`src/irpd_pkg.sv`:
```
// shared types and constants for the ir pulse distance decoder
package irpd_pkg;

    localparam int CODE_BITS_DEFAULT = 32;
    localparam int DUR_W = 16;
    localparam int TOL_W = 12;
    localparam int POS_W = 6;
    localparam int WORD_W = 32;
    localparam int ADDR_W = 3;
    localparam int DATA_W = 32;

    localparam logic [TOL_W-1:0] TOLERANCE_RESET = 12'd599;
    localparam logic [DUR_W-1:0] NOM_600 = 16'd600;
    localparam logic [DUR_W-1:0] NOM_1600 = 16'd1600;
    localparam logic [DUR_W-1:0] NOM_4500 = 16'd4500;
    localparam logic [DUR_W-1:0] NOM_9000 = 16'd9000;
    localparam logic [POS_W-1:0] POS_MAX = 6'd63;

    // register index decoded from paddr[2]
    localparam logic REG_TOLERANCE = 1'b0;

    typedef enum logic [2:0] {
        CLS_NONE = 3'd0,
        CLS_600 = 3'd1,
        CLS_1600 = 3'd2,
        CLS_4500 = 3'd3,
        CLS_9000 = 3'd4
    } cls_t;

    typedef enum logic [1:0] {
        SYM_HEADER = 2'd0,
        SYM_ZERO = 2'd1,
        SYM_ONE = 2'd2,
        SYM_END = 2'd3
    } sym_t;

    typedef struct packed {
        logic [DUR_W-1:0] duration_us;
        logic frame_start;
    } item_t;

    typedef struct packed {
        logic [1:0] symbol;
        logic [WORD_W-1:0] code_word;
        logic [POS_W-1:0] pair_position;
        logic last;
    } result_t;

endpackage

```
`src/irpd_classify.sv`:
```
// duration classifier, first matching nominal width wins
module irpd_classify
    import irpd_pkg::*;
(
    input  logic [DUR_W-1:0] duration_us,
    input  logic [TOL_W-1:0] tolerance_us,
    output cls_t cls
);

    function automatic logic near(input logic [DUR_W-1:0] d, input logic [DUR_W-1:0] nom,
                                  input logic [TOL_W-1:0] tol);
        logic [DUR_W-1:0] delta;
        begin
            delta = (d >= nom) ? (d - nom) : (nom - d);
            near = delta < {{(DUR_W-TOL_W){1'b0}}, tol};
        end
    endfunction

    always_comb
    begin
        priority if (near(duration_us, NOM_600, tolerance_us))
        begin
            cls = CLS_600;
        end
        else if (near(duration_us, NOM_1600, tolerance_us))
        begin
            cls = CLS_1600;
        end
        else if (near(duration_us, NOM_4500, tolerance_us))
        begin
            cls = CLS_4500;
        end
        else if (near(duration_us, NOM_9000, tolerance_us))
        begin
            cls = CLS_9000;
        end
        else
        begin
            cls = CLS_NONE;
        end
    end

endmodule

```
`src/ir_pulse_distance_decoder.sv`:
```
// top level of the ir pulse distance decoder
// Pulse distance remote decoder. Each duration transfer is classed against
// 600/1600/4500/9000 us within tolerance_us, durations are paired, and every
// completed pair yields one result transfer: header, bit zero, bit one or end
// of frame, with the code word assembled so far (most significant bit first)
// and the pair position. One duration is taken every clock cycle unless
// item_stall holds it while a result is stalled; a result passes the input
// register, then the result register. After an end of frame, durations are
// dropped until one arrives with frame_start set. tolerance_us is written
// over the APB port at address 0.
module ir_pulse_distance_decoder
    import irpd_pkg::*;
#(
    parameter int CODE_BITS = CODE_BITS_DEFAULT
)
(
    input  logic clk,
    input  logic rst_n,
    input  logic item_valid,
    output logic item_stall,
    input  item_t item,
    output logic result_valid,
    input  logic result_stall,
    output result_t result,
    input  logic psel,
    input  logic penable,
    input  logic pwrite,
    input  logic [ADDR_W-1:0] paddr,
    input  logic [DATA_W-1:0] pwdata,
    output logic [DATA_W-1:0] prdata,
    output logic pready
);

    localparam int IDX_W = $clog2(CODE_BITS);
    localparam logic [POS_W:0] CODE_BITS_W = (POS_W+1)'(CODE_BITS);

    logic [TOL_W-1:0] tol_reg;
    logic in_valid_reg;
    item_t in_reg;
    logic second_half_reg, second_half_next;
    cls_t first_class_reg, first_class_next;
    logic [CODE_BITS-1:0] code_reg, code_next;
    logic [POS_W-1:0] pos_reg, pos_next;
    logic frame_ended_reg, frame_ended_next;
    logic result_valid_reg;
    result_t result_reg, result_next;

    logic advance, fire, produce;
    cls_t cls;
    sym_t sym;
    logic sh_base;
    cls_t fc_base;
    logic [CODE_BITS-1:0] code_base;
    logic [POS_W-1:0] pos_base;
    logic fe_base;
    logic [POS_W:0] bit_sel;
    logic [IDX_W-1:0] bit_idx;
    logic [WORD_W-1:0] word;

    // config port
    assign pready = 1'b1;
    assign prdata = (paddr[2] == REG_TOLERANCE) ? {{(DATA_W-TOL_W){1'b0}}, tol_reg} : '0;

    always_ff @(posedge clk or negedge rst_n)
    begin
        if (!rst_n)
        begin
            tol_reg <= TOLERANCE_RESET;
        end
        else if (psel && penable && pwrite && paddr[2] == REG_TOLERANCE)
        begin
            tol_reg <= pwdata[TOL_W-1:0];
        end
    end

    // handshake
    assign advance = !result_valid_reg || !result_stall;
    assign item_stall = in_valid_reg && !advance;
    assign fire = in_valid_reg && advance;

    always_ff @(posedge clk or negedge rst_n)
    begin
        if (!rst_n)
        begin
            in_valid_reg <= 1'b0;
        end
        else if (!item_stall)
        begin
            in_valid_reg <= item_valid;
        end
    end

    always_ff @(posedge clk)
    begin
        if (!item_stall && item_valid)
        begin
            in_reg <= item;
        end
    end

    irpd_classify u_classify
    (
        .duration_us(in_reg.duration_us),
        .tolerance_us(tol_reg),
        .cls(cls)
    );

    always_comb
    begin
        if (in_reg.frame_start)
        begin
            sh_base = 1'b0;
            fc_base = CLS_NONE;
            code_base = '0;
            pos_base = '0;
            fe_base = 1'b0;
        end
        else
        begin
            sh_base = second_half_reg;
            fc_base = first_class_reg;
            code_base = code_reg;
            pos_base = pos_reg;
            fe_base = frame_ended_reg;
        end
    end

    always_comb
    begin
        priority if (fc_base == CLS_600 && cls == CLS_600)
        begin
            sym = SYM_ZERO;
        end
        else if (fc_base == CLS_600 && cls == CLS_1600)
        begin
            sym = SYM_ONE;
        end
        else if (fc_base == CLS_9000 && cls == CLS_4500)
        begin
            sym = SYM_HEADER;
        end
        else
        begin
            sym = SYM_END;
        end
    end

    assign bit_sel = CODE_BITS_W - {1'b0, pos_base};
    assign bit_idx = bit_sel[IDX_W-1:0];

    always_comb
    begin
        second_half_next = second_half_reg;
        first_class_next = first_class_reg;
        code_next = code_reg;
        pos_next = pos_reg;
        frame_ended_next = frame_ended_reg;
        produce = 1'b0;
        if (fire && !fe_base)
        begin
            code_next = code_base;
            pos_next = pos_base;
            frame_ended_next = fe_base;
            if (!sh_base)
            begin
                first_class_next = cls;
                second_half_next = 1'b1;
            end
            else
            begin
                produce = 1'b1;
                first_class_next = fc_base;
                second_half_next = 1'b0;
                if ((sym == SYM_ZERO || sym == SYM_ONE) && pos_base != '0
                    && {1'b0, pos_base} <= CODE_BITS_W)
                begin
                    code_next[bit_idx] = (sym == SYM_ONE);
                end
                if (pos_base < POS_MAX)
                begin
                    pos_next = pos_base + 1'b1;
                end
                if (sym == SYM_END)
                begin
                    frame_ended_next = 1'b1;
                end
            end
        end
    end

    generate
        if (CODE_BITS >= WORD_W)
        begin : g_word_wide
            assign word = code_next[WORD_W-1:0];
        end
        else
        begin : g_word_narrow
            assign word = {{(WORD_W-CODE_BITS){1'b0}}, code_next};
        end
    endgenerate

    always_comb
    begin
        result_next.symbol = sym;
        result_next.code_word = word;
        result_next.pair_position = pos_base;
        result_next.last = (sym == SYM_END);
    end

    always_ff @(posedge clk or negedge rst_n)
    begin
        if (!rst_n)
        begin
            second_half_reg <= 1'b0;
            first_class_reg <= CLS_NONE;
            code_reg <= '0;
            pos_reg <= '0;
            frame_ended_reg <= 1'b1;
            result_valid_reg <= 1'b0;
        end
        else
        begin
            second_half_reg <= second_half_next;
            first_class_reg <= first_class_next;
            code_reg <= code_next;
            pos_reg <= pos_next;
            frame_ended_reg <= frame_ended_next;
            if (advance)
            begin
                result_valid_reg <= produce;
            end
        end
    end

    always_ff @(posedge clk)
    begin
        if (produce)
        begin
            result_reg <= result_next;
        end
    end

    assign result_valid = result_valid_reg;
    assign result = result_reg;

endmodule
```
`config.mk`:
```
export PLATFORM = sky130hd
export DESIGN_NAME = ir_pulse_distance_decoder
export DESIGN_NICKNAME = d
export VERILOG_FILES = /design/src/irpd_pkg.sv /design/src/irpd_classify.sv /design/src/ir_pulse_distance_decoder.sv
export SDC_FILE = /design/constraint.sdc
export NUM_CORES = 1
export LEC_CHECK = 0
export BUFFER_PORTS_ARGS = -buffer_cell sky130_fd_sc_hd__buf_2
export CAP_MARGIN = 20
export CORE_ASPECT_RATIO = 1.5
export CORE_MARGIN = 2
export CORE_UTILIZATION = 40
export CTS_BUF_LIST = sky130_fd_sc_hd__clkbuf_2 sky130_fd_sc_hd__clkbuf_4 sky130_fd_sc_hd__clkbuf_8
export CTS_CLUSTER_SIZE = 10
export DETAILED_ROUTE_END_ITERATION = 8
export SLEW_MARGIN = 20
export SYNTH_ARGS = -nofsm -noshare
export SYNTH_HDL_FRONTEND = slang
export SYNTH_SLANG_ARGS = --single-unit
```
`constraint.sdc`:
```
create_clock -name clk -period 7.6 [get_ports clk]
set_input_delay 1.52 -clock clk [delete_from_list [all_inputs] [get_ports clk]]
set_output_delay 1.52 -clock clk [all_outputs]
set_load 0.01 [all_outputs]
```
# == After elaboration in Yosys (flattened, before gate mapping) ==
# Index checks and enable logic that the tools add are counted.
# word_totals
reg_bits,115
out_inout_bits,76
# op_classes
n_addsub,10
magnitude_cmp,12
n_eq_ne,8
mux,31
bitwise,1
n_reduce_logical,21
# op_table
op,count
$mux 32,4
$lt 16x12->1,4
$mux 16,4
$bwmux 32,1
$mux 3,6
$mux 6,3
$ge 16x10->1 const B,1
$ge 16x11->1 const B,1
$ge 16x13->1 const B,1
$ge 16x14->1 const B,1
$sub 10x16->16 const A,1
$sub 11x16->16 const A,1
$sub 13x16->16 const A,1
$sub 14x16->16 const A,1
$sub 16x10->16 const B,1
$sub 16x11->16 const B,1
$sub 16x13->16 const B,1
$sub 16x14->16 const B,1
$logic_and 1x1->1,13
$mux 12,1
$mux 1,8
$add 6x1->6 const B,1
$eq 3x1->1 const B,2
$eq 3x2->1 const B,2
14 further kinds,22

# == Depth between registers and ports, before layout ==
# Gate-level depths: netlist (run 1).
# depth
ltp_word,19
mapped_depth,26

# == Hierarchy ==
# A second synthesis (run 1) with hierarchy kept.
# hier_totals
hier_cells,833
area_unflattened_um2,8117.8
# modules_own_cells
mod,instances,cells_each,area_each_um2
ir_pulse_distance_decoder,1,377,4984.8
irpd_classify,1,456,3133.0

# == Worst setup path after synthesis (run 1) ==
# OpenSTA, ideal clock, no wires.
# synth_timing
path_type,register to register
from,register in_reg[8] (netlist bit)
to,"register result_reg, in the netlist result[29] (data pin)"
setup_ns,0.264
arrival_time_ns,5.386
required_time_ns,7.336
setup_slack_ns,1.950
path_stages_with_launch,27
synth_period_minus_slack_ns,5.650
path_cell_list,edfxtp_1 > buf_2 > clkbuf_1 > inv_1 > ha_1 > nand2_1 > o21ai_1 > nand2b_1 > clkbuf_1 > nor2_1 > xnor2_1 > ha_1 > a21o_1 > a31oi_1 > o21ai_0 > a2111o_1 > a222oi_1 > nand4_1 > nor4_1 > a31oi_1 > ha_1 > and3_1 > clkbuf_1 > clkbuf_1 > a21oi_1 > o21ai_0 > o21ai_2
# synth_rtl
element,line,rtl
"start, declared",ir_pulse_distance_decoder.sv:39,item_t in_reg;
"start signal, assigned",ir_pulse_distance_decoder.sv:97,in_reg <= item;
"end signal, assigned",ir_pulse_distance_decoder.sv:239,result_reg <= result_next;
"end, declared",ir_pulse_distance_decoder.sv:46,"result_t result_reg, result_next;"

==> Flow_metrics.wiki, run 1 <==
{| class="wikitable"
! Metric !! Value
|-
| Most Frequent Cell on Critical Path || sky130_fd_sc_hd__ha_1
|-
| CP delay by family, top || compound AO/OA/AOI/OAI gates
|-
| Overflow left after global routing || 0
|-
| Synthesized netlist cell count || ~870
|-
| Post-synth ARST share || 0.496
|-
| Max-slew violation count || 0
|-
| Dpl cell area || 0.00858 mm2
|-
| Leak || 3.81 nW
|-
| RSZ-0062 raised after global routing || no
|-
| Fin Clk Skew || between 0.02 and 0.025 ns
|-
| Number of post-CTS setup repair buffers || 0
|-
| Core Util, Final || 0.457
|-
| Leading post-synthesis cells by cell area || sky130_fd_sc_hd__edfxtp_1 22%, sky130_fd_sc_hd__dfrtp_1 16%, sky130_fd_sc_hd__ha_1 10%
|-
| Total negative slack || 0 ns
|-
| Number of iterations in the first detailed-routing pass || 5
|-
| Pin count of the biggest net entering global routing || 58
|-
| IO Count || 135
|-
| Clock latency of the later-clocked register in the worst-skew pair || 0.45 ns
|-
| Kind of critical path || register to register
|-
| Share of synthesized area occupied by flip-flops and latches || 0.396
|-
| Rel. slew slack || 0.250
|-
| Tcrit/Tclk final || 0.848
|-
| Worst reg2reg path depth || 19
|-
| Area of all placed cells without fillers || 0.00900 mm2
|-
| Detailed-route wire length || 21200 um
|-
| Post-CTS Hold Buffers || 0
|-
| Global-route wire length before repair || approximately 34000 um
|-
| Arrival time at the worst endpoint || 6.65 ns
|-
| PnR Total Power || 2.07 mW
|-
| Post-synth EDFFs || 58
|-
| Proportion of layout cells with a drive suffix above 1 || 0.212
|-
| Total number of nets in the final design || approximately 1100
|-
| Post-detail-place hpwl || 15400 um
|-
| FMAX || approximately 160 MHz
|-
| Minimum setup slack among reg-to-reg paths || 1.15 ns
|-
| Flip-flop and latch count after synthesis || 115
|-
| GPL Wtd Cong || 0.949
|-
| Final-report hold violation count || 0
|-
| Required time at the endpoint of the critical path || 7.80 ns
|-
| Antenna viol nets, final || 0
|-
| I/O Buffers || 91
|-
| Cell with the most instances after synthesis || sky130_fd_sc_hd__nand2_1
|-
| Vias in the first global route || roughly 6400
|-
| TritonCTS clock tree || done
|-
| CTS root buf || sky130_fd_sc_hd__clkbuf_8
|-
| Final critical path time including I/O delays and setup || 6.45 ns
|-
| Worst ir drop on vdd || 0.133 mV
|-
| Number of fill cells in the layout || ~2000
|-
| Number of buffers inserted during clock tree synthesis || 17
|-
| Leading register cell type out of synthesis || sky130_fd_sc_hd__edfxtp_1
|-
| Remaining design rule violation count || 0
|-
| Instance count on the critical path || 19
|-
| Sinks on the clock net || ~120
|-
| Crit Reg-Reg Endpoint || result[17]$_DFFE_PP_
|-
| Synthesized cell area || 0.00801 mm2
|-
| Wirelength per Cell || 17.6 um
|-
| Clock transition at the register clock pins on the worst setup and hold paths after CTS || 0.08 ns
|-
| Yosys cell types || 75
|-
| Quantity of gates resized following cts || 0
|-
| DRT iter0 DRCs || 429
|-
| CP Capture Point || result[17]$_DFFE_PP_
|-
| Largest stage delay, worst path || ~0.80 ns
|-
| Area inside the core boundary || roughly 0.02 mm2
|-
| Number of antenna violations at the first check in global routing || 1
|-
| Critical path startpoint category || register
|-
| Largest buffer count on any clock path || 2
|-
| Cell taking the most area after synthesis || sky130_fd_sc_hd__edfxtp_1
|-
| Number of H-tree branching levels || 4
|-
| Proportion of netlist area held by the largest area contributor || 0.217
|-
| Max Cap Viol || 0
|-
| Start point of the critical path || in_reg[3]$_DFFE_PP_
|-
| Post-synth top cells || 86 x sky130_fd_sc_hd__nand2_1, 76 x sky130_fd_sc_hd__o21ai_0, 71 x sky130_fd_sc_hd__a21oi_1, 68 x sky130_fd_sc_hd__nor2_1, 64 x sky130_fd_sc_hd__ha_1
|-
| Hold/Removal Path Class || register to register
|-
| Floorplan die area || 0.0212 mm2
|-
| Kind of end point of the critical path || register
|-
| Post-Syn Area per Cell || 9.25 um2
|-
| Setup WS pre-CTS || 1.18 ns
|-
| Number of antenna cells inserted || 0
|-
| Synthesis warning total || 0
|-
| Worst path bufs/invs || 1
|-
| Total via count after detailed routing || 6572
|-
| Max FO, Critical Path || 16
|-
| Tot GR Track Use || 0.204
|-
| Via density per instance || 5.44
|-
| Placement Rows || between 60 and 70
|-
| Worst R2R Start || in_reg[3]$_DFFE_PP_
|-
| Count of endpoints failing setup in the final report || 0
|-
| Die span in y || ~180 um
|-
| Flip-flop count of the largest register, all copies and words added || 41
|-
| Status || finished clean
|-
| Transition time at the pin with the least slew margin || 1.12 ns
|-
| Starting utilization of the core area || 0.407
|-
| Setup WS post-layout || 1.15 ns
|-
| List of cells traversed by the critical path || inv_1 > ha_1 > a21boi_0 > a21oi_1 > nand2_1 > nand3b_1 > a31oi_1 > xor2_1 > ha_1 > a21oi_1 > nand2_1 > a2111oi_0 > nand4_1 > nor4_1 > a31oi_1 > ha_1 > and3_1 > nand3_1 > o41ai_1
|-
| Critical-path top delay cell || sky130_fd_sc_hd__a21boi_0
|-
| Die X || 120 um
|-
| Synth-to-Final Area Change || 12.3%
|-
| Total power divided by cell area || approximately 230 mW/mm2
|}
==> logic make-up after synthesis <==
| family | Yosys count | synth area share |
|---|---|---|
| xor+xnor | 50 | 0.0546 |
| mux | 21 | 0.0284 |
| simple gates | 258 | 0.157 |
| fa+ha+maj | 64 | 0.0999 |
| flops | 115 | 0.396 |
| compound gates | 254 | 0.201 |
| other cells | 2 | 0.000937 |
| buf+inv | 102 | 0.0615 |
==> metal layers <==
metal,GRT usage,share of wire,vias up
li1,-,-,3204
met1,0.220,0.39,3122
met2,0.377,0.53,201
met3,0.0398,0.040,43
met4,0.104,0.039,2
met5,0,0.00061,-
==> final cells by class <==
cell class / count / area (um2) / area share
well taps: 260 / 325 / 0.0361
repair buffers: 104 / 553 / 0.0614
clock inverters: 9 / 129 / 0.0143
clock buffers: 23 / 292 / 0.0324
inverters: 29 / 109 / 0.0121
multi-input cells: 668 / 4420 / 0.491
flip-flops and latches: 115 / 3180 / 0.353
==> placed cells by master, fill, tap and decap left out, types with 3 or more instances in the layout <==
master                      netlist  final
sky130_fd_sc_hd__mux2_2          14     14
sky130_fd_sc_hd__nor3b_1          3      3
sky130_fd_sc_hd__mux2i_1          7      7
sky130_fd_sc_hd__o31ai_1          3      3
sky130_fd_sc_hd__xnor2_1         36     36
sky130_fd_sc_hd__o21ai_0         76     76
sky130_fd_sc_hd__bufinv_16        0      3
sky130_fd_sc_hd__clkbuf_8         0     19
sky130_fd_sc_hd__and3_1           6      6
sky130_fd_sc_hd__inv_1           28     27
sky130_fd_sc_hd__clkinv_1         1      3
sky130_fd_sc_hd__conb_1           2     21
sky130_fd_sc_hd__nand2b_1        14     14
sky130_fd_sc_hd__nor3_1          14     14
sky130_fd_sc_hd__dfstp_2          7      7
sky130_fd_sc_hd__nand2_1         86     86
sky130_fd_sc_hd__dfrtp_1         50     50
sky130_fd_sc_hd__nand3_1         21     21
sky130_fd_sc_hd__a21o_1           6      6
sky130_fd_sc_hd__edfxtp_1        58     58
sky130_fd_sc_hd__nor4_1           3      3
sky130_fd_sc_hd__nor2_1          68     68
sky130_fd_sc_hd__o21ai_2         31     32
sky130_fd_sc_hd__and2_1           4      4
sky130_fd_sc_hd__nand4_1          9      9
sky130_fd_sc_hd__ha_1            64     64
sky130_fd_sc_hd__a31oi_1         18     18
sky130_fd_sc_hd__xor2_1          14     14
sky130_fd_sc_hd__nand3b_1         3      3
sky130_fd_sc_hd__a21oi_1         71     71
sky130_fd_sc_hd__o211ai_1         8      8
sky130_fd_sc_hd__a211oi_1         7      7
sky130_fd_sc_hd__buf_4           21     13
sky130_fd_sc_hd__buf_2            6     91
sky130_fd_sc_hd__nor2b_1          9      9
sky130_fd_sc_hd__a21boi_0         3      3
sky130_fd_sc_hd__or3_1            5      5
sky130_fd_sc_hd__clkbuf_4         0      4
==> worst min-delay path: cells and delay by family (launching register included) <==
| family | cells | cell delay, ns |
|---|---|---|
| flops | 1 | 0.37 |
| simple gates | 2 | 0.08 |
==> where the power goes <==
| part | internal [mW] | switching [mW] |
|---|---|---|
| Combinational | 0.238 | 0.410 |
| Sequential | 0.740 | 0.0655 |
| Clock | 0.355 | 0.258 |
==> how the worst min path moves through the flow <==
stage | end | start | cells after the start
4_1_cts | frame_ended_reg$_DFFE_PN1P_ | frame_ended_reg$_DFFE_PN1P_ | 2
3_5_place_dp | frame_ended_reg$_DFFE_PN1P_ | frame_ended_reg$_DFFE_PN1P_ | 2
6_report | frame_ended_reg$_DFFE_PN1P_ | frame_ended_reg$_DFFE_PN1P_ | 2
5_1_grt | frame_ended_reg$_DFFE_PN1P_ | frame_ended_reg$_DFFE_PN1P_ | 2
3_3_place_gp | frame_ended_reg$_DFFE_PN1P_ | frame_ended_reg$_DFFE_PN1P_ | 2
2_1_floorplan | frame_ended_reg$_DFFE_PN1P_ | frame_ended_reg$_DFFE_PN1P_ | 2
==> stage by stage <==
stage	cells	hold slack, ns
5_1_grt	1208	0.494
6_report	1208	0.455
2_1_floorplan	885	0.435
4_1_cts	1208	0.457
3_5_place_dp	1176	0.447
3_3_place_gp	1176	0.445
Power figures use the tool's default switching activity.
==> run 2: changes to the inputs <==
==> constraint.sdc (replaced) <==
create_clock -name clk -period 6.22 [get_ports clk]
set_input_delay 1.244 -clock clk [delete_from_list [all_inputs] [get_ports clk]]
set_output_delay 1.244 -clock clk [all_outputs]
set_load 0.01 [all_outputs]
==> Flow_metrics.wiki, run 2 (synthesized netlist as in run 1, its figures left out) <==
{| class="wikitable"
! Metric !! Value
|-
| Status || finished clean
|-
| Die X || about 120 um
|-
| Rel. slew slack || 0.346
|-
| Largest stage delay, worst path || 0.46 ns
|-
| RSZ-0062 raised after global routing || no
|-
| Area inside the core boundary || 0.0197 mm2
|-
| Hold path depth || 2
|-
| Critical-path top delay cell || sky130_fd_sc_hd__o21ai_2
|-
| List of cells traversed by the critical path || inv_1 > ha_1 > nor3b_2 > a21oi_1 > o21ai_2 > a21oi_1 > a21oi_1 > xor2_1 > ha_1 > a211oi_1 > nor2_1 > nor3_1 > o311ai_0 > nor4_4 > and3b_1 > o211ai_1 > ha_1 > and3_1 > buf_12 > a31oi_1 > o21ai_0 > o21ai_2
|-
| Count of endpoints failing setup in the final report || 0
|-
| Number of H-tree branching levels || 4
|-
| Synth-to-Final Area Change || 14.8%
|-
| Starting utilization of the core area || 0.407
|-
| Total via count after detailed routing || 6721
|-
| Number of buffers inserted during clock tree synthesis || 17
|-
| Worst reg2reg path depth || 22
|-
| Worst path bufs/invs || 2
|-
| TritonCTS clock tree || done
|-
| Floorplan die area || ~0.021 mm2
|-
| GPL Wtd Cong || 0.967
|-
| Number of antenna violations at the first check in global routing || 0
|-
| Kind of end point of the critical path || register
|-
| Total power divided by cell area || approximately 270 mW/mm2
|-
| Final-report hold violation count || 0
|-
| Proportion of layout cells with a drive suffix above 1 || 0.233
|-
| Largest buffer count on any clock path || 2
|-
| Hold/Removal Path Class || register to register
|-
| Kind of critical path || register to register
|-
| Number of post-CTS setup repair buffers || 0
|-
| Post-detail-place hpwl || 15800 um
|-
| PnR Total Power || 2.49 mW
|-
| Tcrit/Tclk final || 0.902
|-
| Worst R2R Start || in_reg[4]$_DFFE_PP_
|-
| Leak || 3.92 nW
|-
| Max FO, Critical Path || 16
|-
| Detailed-route wire length || 21600 um
|-
| DRT iter0 DRCs || 325
|-
| Flip-flop count of the largest register, all copies and words added || 41
|-
| Remaining design rule violation count || 0
|-
| Clock latency of the later-clocked register in the worst-skew pair || 0.45 ns
|-
| Max-slew violation count || 0
|-
| Core Util, Final || 0.467
|-
| Area of all placed cells without fillers || slightly above 0.009 mm2
|-
| Dpl cell area || between 0.008 and 0.009 mm2
|-
| M1 wire length || 8300 um
|-
| Die span in y || roughly 180 um
|-
| Commonest cells after routing, fill and taps aside || 91 x sky130_fd_sc_hd__buf_2, 86 x sky130_fd_sc_hd__nand2_1, 76 x sky130_fd_sc_hd__o21ai_0
|-
| Length of routed met3 wiring || 837 um
|-
| Number of antenna cells inserted || 0
|-
| Final critical path time including I/O delays and setup || 5.61 ns
|-
| Required time at the endpoint of the critical path || approximately 6.4 ns
|-
| Via density per instance || 5.45
|-
| Vias in the first global route || 6480
|-
| FMAX || 178 MHz
|-
| Sinks on the clock net || 115
|-
| Uppermost metal layer occupied by signal nets || met4
|-
| Crit Reg-Reg Endpoint || result[8]$_DFFE_PP_
|-
| Post-CTS Hold Buffers || 0
|-
| Worst ir drop on vdd || 0.168 mV
|-
| Destination of the worst hold path || frame_ended_reg$_DFFE_PN1P_
|-
| Minimum setup slack among reg-to-reg paths || 0.61 ns
|-
| Met2 wire length || 11400 um
|-
| Total number of nets in the final design || 1083
|-
| Startpoint of the most critical hold path || frame_ended_reg$_DFFE_PN1P_
|-
| Clock transition at the register clock pins on the worst setup and hold paths after CTS || ~0.07 ns
|-
| Transition time at the pin with the least slew margin || between 0.9 and 1 ns
|-
| CP delay by family, top || compound AO/OA/AOI/OAI gates
|-
| Number of iterations in the first detailed-routing pass || 4
|-
| Critical path startpoint category || register
|-
| Fin Clk Skew || 0.0151 ns
|-
| Wirelength per Cell || 17.5 um
|-
| I/O Buffers || 91
|-
| Overflow left after global routing || 0
|-
| CTS root buf || sky130_fd_sc_hd__clkbuf_8
|-
| Total negative slack || 0 ns
|-
| Antenna viol nets, final || 0
|-
| Placement Rows || 63
|-
| Pin count of the biggest net entering global routing || 58
|-
| Most common library cell in the layout ignoring fill and taps || sky130_fd_sc_hd__buf_2
|-
| Quantity of gates resized following cts || 0
|-
| Arrival time at the worst endpoint || 5.78 ns
|-
| Global-route wire length before repair || 34100 um
|-
| IO Count || between 100 and 150
|-
| Tot GR Track Use || 0.207
|-
| Max Cap Viol || 0
|}
## run 2: layer usage
layer / track usage / up-vias
li1: - / 3265
met1: 0.223 / 3231
met2: 0.377 / 166
met3: 0.0392 / 59
met4: 0.116 / 0
met5: 0 / -
## run 2: worst reg2reg max path, stage by stage (launching register included)
cell and delay (ns):
sky130_fd_sc_hd__edfxtp_1 0.41, sky130_fd_sc_hd__inv_1 0.24, sky130_fd_sc_hd__ha_1 0.29, sky130_fd_sc_hd__nor3b_2 0.40, sky130_fd_sc_hd__a21oi_1 0.14, sky130_fd_sc_hd__o21ai_2 0.46
sky130_fd_sc_hd__a21oi_1 0.14, sky130_fd_sc_hd__a21oi_1 0.20, sky130_fd_sc_hd__xor2_1 0.20, sky130_fd_sc_hd__ha_1 0.27, sky130_fd_sc_hd__a211oi_1 0.21, sky130_fd_sc_hd__nor2_1 0.10
sky130_fd_sc_hd__nor3_1 0.13, sky130_fd_sc_hd__o311ai_0 0.30, sky130_fd_sc_hd__nor4_4 0.40, sky130_fd_sc_hd__and3b_1 0.20, sky130_fd_sc_hd__o211ai_1 0.11, sky130_fd_sc_hd__ha_1 0.36
sky130_fd_sc_hd__and3_1 0.22, sky130_fd_sc_hd__buf_12 0.16, sky130_fd_sc_hd__a31oi_1 0.09, sky130_fd_sc_hd__o21ai_0 0.23, sky130_fd_sc_hd__o21ai_2 0.10
## run 2: worst max-delay path by stage
stage                         startpoint                   end  slack, ns  cells after the start
floorplan            in_reg[8]$_DFFE_PP_  result[29]$_DFFE_PP_       0.57                     26
global placement    in_reg[12]$_DFFE_PP_  result[17]$_DFFE_PP_       0.73                     19
detailed placement  in_reg[16]$_DFFE_PP_   result[7]$_DFFE_PP_       0.68                     20
CTS                 in_reg[16]$_DFFE_PP_  result[17]$_DFFE_PP_       0.67                     19
global route         in_reg[4]$_DFFE_PP_  result[17]$_DFFE_PP_       0.13                     21
finish               in_reg[4]$_DFFE_PP_   result[8]$_DFFE_PP_       0.61                     22
## run 2: where the power goes
part	internal, mW	total (mW)	leakage (nW)	switching [mW]
Sequential	0.904	0.970	1.29	0.0664
Clock	0.348	0.693	0.195	0.344
Combinational	0.302	0.823	2.43	0.522
## run 2: layout make-up
cell class	instances	area (um2)
tap	260	325
sequential	115	3180
clock buffer	20	269
fill	1922	10500
multi-input combinational	668	4420
timing repair buffer	129	778
inverter	29	109
clock inverter	12	120
## run 2: stage by stage
step	setup slack, ns	hold slack, ns	std cells
after floorplan	0.570	0.435	885
after global placement	0.726	0.445	1201
after detailed placement	0.682	0.452	1201
after CTS	0.674	0.462	1233
after global routing	0.128	0.478	1233
final	0.610	0.457	1233
==> run 3: changes to the inputs <==
--- a/config.mk
+++ b/config.mk
@@ -5,12 +5,14 @@
 export SDC_FILE = /design/constraint.sdc
 export NUM_CORES = 1
 export LEC_CHECK = 0
+export ABC_AREA = 1
 export BUFFER_PORTS_ARGS = -buffer_cell sky130_fd_sc_hd__buf_2
 export CAP_MARGIN = 20
-export CORE_ASPECT_RATIO = 1.5
+export CORE_ASPECT_RATIO = 1.75
 export CORE_MARGIN = 2
 export CORE_UTILIZATION = 40
 export CTS_BUF_LIST = sky130_fd_sc_hd__clkbuf_2 sky130_fd_sc_hd__clkbuf_4 sky130_fd_sc_hd__clkbuf_8
+export CTS_CLUSTER_DIAMETER = 50
 export CTS_CLUSTER_SIZE = 10
 export DETAILED_ROUTE_END_ITERATION = 8
 export SLEW_MARGIN = 20
==> Flow_metrics.wiki, run 3 <==
{| class="wikitable"
! Metric !! Value
|-
| Max Cap Viol || 0
|-
| Most common library cell in the layout ignoring fill and taps || sky130_fd_sc_hd__nand2_1
|-
| Overflow left after global routing || 0
|-
| Met1 global-route usage || 0.230
|-
| Post-synth top cells || 381 x sky130_fd_sc_hd__nand2_1, 178 x sky130_fd_sc_hd__nor2_1, 122 x sky130_fd_sc_hd__inv_1, 81 x sky130_fd_sc_hd__a21oi_1, 71 x sky130_fd_sc_hd__o21ai_0
|-
| Multiplexer area fraction after synthesis || 0.00109
|-
| Clock latency of the later-clocked register in the worst-skew pair || 0.47 ns
|-
| Clock transition at the register clock pins on the worst setup and hold paths after CTS || 0.07 ns
|-
| Int Pwr || 1.60 mW
|-
| Detailed-route wire length || 28600 um
|-
| Arithmetic-cell share of the synthesized area counting full adders, half adders and majority gates || 0.0875
|-
| Leak || 4.99 nW
|-
| Rel. slew slack || 0.393
|-
| Total negative slack || 0 ns
|-
| Synthesized netlist cell count || 1290
|-
| Sw power || 1.01 mW
|-
| Cell with the most instances after synthesis || sky130_fd_sc_hd__nand2_1
|-
| Tcrit/Tclk final || 0.869
|-
| Compound-gate portion of the synthesized area || 0.106
|-
| Number of buffers inserted during clock tree synthesis || 17
|-
| Starting utilization of the core area || 0.406
|-
| Arrival time at the worst endpoint || 5.61 ns
|-
| Most Frequent Cell on Critical Path || sky130_fd_sc_hd__nand2_1
|-
| IO Count || 135
|-
| Switching portion of total power || 0.388
|-
| Max FO, Critical Path || 8
|-
| Number of H-tree branching levels || 4
|-
| Global-route wire length before repair || 45300 um
|-
| PnR Total Power || 2.61 mW
|-
| FMAX || between 150 and 200 MHz
|-
| Setup WS post-layout || 0.816 ns
|-
| Max-slew violation count || 0
|-
| Share of synthesized area occupied by flip-flops and latches || 0.347
|-
| Floorplan die area || ~0.024 mm2
|-
| Kind of critical path || register to register
|-
| Leading post-synthesis cells by cell area || sky130_fd_sc_hd__edfxtp_1 19%, sky130_fd_sc_hd__nand2_1 16%, sky130_fd_sc_hd__dfrtp_1 14%
|-
| Vias in the first global route || 8679
|-
| Number of post-CTS setup repair buffers || 0
|-
| Transition time at the pin with the least slew margin || 0.907 ns
|-
| Number of iterations in the first detailed-routing pass || 5
|-
| Status || finished clean
|-
| Number of antenna violations at the first check in global routing || 1
|-
| Antenna viol nets, final || 0
|-
| Post-synth ARST share || 0.496
|-
| Met2 GRT Util || 0.464
|-
| Post-route non-filler standard cell count || between 1500 and 2000
|-
| Synth-to-Final Area Change || 12.3%
|-
| Layer with the highest usage || met2
|-
| CTS root buf || sky130_fd_sc_hd__clkbuf_8
|-
| Placement Rows || 73
|-
| Total power divided by cell area || roughly 250 mW/mm2
|-
| Wirelength per Cell || around 17 um
|-
| RSZ-0062 raised after global routing || no
|-
| Post-synth EDFFs || 58
|-
| Sinks on the clock net || around 120
|-
| Power share of the combinational group || 0.364
|-
| Number of fill cells in the layout || 2413
|-
| Clock network fraction of total power || 0.267
|-
| Critical path startpoint category || register
|-
| Count of endpoints failing setup in the final report || 0
|-
| Part of the total power dissipated in sequential elements || 0.368
|-
| Met3 Track Usage GR || 0.0393
|-
| Synthesized cell area || roughly 0.009 mm2
|-
| Hold/Removal Path Class || register to register
|-
| Total instance count after detailed placement || 1666
|-
| Die X || 118 um
|-
| Final-report hold violation count || 0
|-
| Quantity of gates resized following cts || 0
|-
| Flip-flop and latch count after synthesis || 115
|-
| Proportion of layout cells with a drive suffix above 1 || 0.149
|-
| DRT iter0 DRCs || between 400 and 500
|-
| Yosys cell types || 48
|-
| Fin Clk Skew || about 0.021 ns
|-
| Share of the synthesized netlist area taken by xor and xnor gates || 0.0402
|-
| Commonest cells after routing, fill and taps aside || 381 x sky130_fd_sc_hd__nand2_1, 177 x sky130_fd_sc_hd__nor2_1, 122 x sky130_fd_sc_hd__inv_1
|-
| Leading register cell type out of synthesis || sky130_fd_sc_hd__edfxtp_1
|-
| Remaining design rule violation count || 0
|-
| Proportion of netlist area held by the largest area contributor || 0.190
|-
| Area inside the core boundary || 0.0226 mm2
|-
| Cell taking the most area after synthesis || sky130_fd_sc_hd__edfxtp_1
|-
| Kind of end point of the critical path || register
|-
| Tot GR Track Use || 0.244
|-
| Setup WS pre-CTS || roughly 0.85 ns
|-
| Pin count of the biggest net entering global routing || 58
|-
| Final critical path time including I/O delays and setup || roughly 5.4 ns
|-
| Flip-flop count of the largest register, all copies and words added || between 40 and 50
|-
| Largest stage delay, worst path || 0.54 ns
|-
| Final worst hold slack || 0.504 ns
|-
| Total via count after detailed routing || 8659
|-
| TritonCTS clock tree || done
|-
| Worst ir drop on vdd || 0.197 mV
|-
| Total number of nets in the final design || 1509
|-
| Post-CTS Hold Buffers || 0
|-
| Synthesis warning total || 0
|-
| Post-detail-place hpwl || 22400 um
|-
| GPL Wtd Cong || between 1 and 1.5
|-
| Post-Syn Area per Cell || 7.10 um2
|-
| I/O Buffers || 91
|-
| Die span in y || 204 um
|-
| Required time at the endpoint of the critical path || roughly 6.4 ns
|-
| Critical-path top delay cell || sky130_fd_sc_hd__edfxtp_1
|-
| Simple-gate area share of the yosys netlist || 0.316
|-
| Main combinational cell family by area after synthesis || simple AND/OR/NAND/NOR gates
|-
| Largest buffer count on any clock path || 2
|-
| Via density per instance || 5.09
|}
[run 3: cell types whose count changed after synthesis, sizes merged, moves of 20 or more]
cell and change:
inv +108, o21ai -35, xor2 +27, nand2 +299, nand3 +47, nor2 +125, xnor2 -35, clkbuf -20
[run 3: logic make-up (layout without fill, tap and decap cells)]
| family | after synthesis | after routing |
|---|---|---|
| other | 2 | 22 |
| muxes | 1 | 1 |
| buffers and inverters | 201 | 291 |
| DFF | 115 | 115 |
| and+or+nand+nor | 686 | 686 |
| xor gates and xnor gates | 42 | 42 |
| AOI/OAI and AO/OA | 179 | 179 |
| adders and majority gates | 64 | 64 |
[run 3: final timing paths]
path / from / endpoint / slack (ns) / cells after the start
max: in_reg[8]$_DFFE_PP_ / result[33]$_DFFE_PP_ / 0.82 / 28
min: code_reg[20]$_DFF_PN0_ / code_reg[20]$_DFF_PN0_ / 0.50 / 2
max reg2reg: in_reg[8]$_DFFE_PP_ / result[33]$_DFFE_PP_ / 0.82 / 28
min reg2reg: code_reg[20]$_DFF_PN0_ / code_reg[20]$_DFF_PN0_ / 0.50 / 2
max in group asynchronous: rst_n / in_valid_reg$_DFFE_PN0N_ / 4.75 / 2
min in group asynchronous: rst_n / tol_reg[3]$_DFFE_PN0P_ / 0.93 / 2
[run 3: layout make-up]
cell class	instances	area [um2]	share of cell area
multi-input combinational	993	5130	0.499
sequential	115	3180	0.309
timing repair buffer	120	681	0.0662
inverter	139	524	0.0510
tap	300	375	0.0365
clock buffer	25	307	0.0298
clock inverter	7	85.1	0.00827
antenna	1	2.50	0.000243
[run 3: per-stage QoR]
step | cell area (um2) | util
after floorplan | 9230 | -
after global placement | 9880 | 0.438
after detailed placement | 9880 | 0.438
after CTS | 10300 | 0.455
after global routing | 10300 | 0.456
final | 10300 | 0.456
[run 3: power groups by stage]
| stage | registers (mW) | clock network, mW | logic [mW] |
|---|---|---|---|
| CTS | 0.962 | 0.719 | 0.950 |
| global route | 0.970 | 0.752 | 1.07 |
| floorplan | 0.977 | 0 | 0.642 |
| global placement | 0.975 | 0 | 0.930 |
| detailed placement | 0.975 | 0 | 0.943 |
| finish | 0.961 | 0.698 | 0.950 |
[run 3: worst max-delay path, delay by kind of cell (launching register included)]
kind / cells / cell delay [ns]
AND/OR/NAND/NOR: 18 / 2.51
XOR/XNOR: 1 / 0.19
AO/OA/AOI/OAI: 2 / 0.38
buffers and inverters: 4 / 0.53
adder cells (fa/ha/maj): 3 / 0.98
flip-flops: 1 / 0.54
[run 3: layer usage]
metal,share of wire,up-vias
li1,-,4316
met2,0.54,225
met5,0,-
met4,0.078,0
met3,0.034,103
met1,0.34,4015
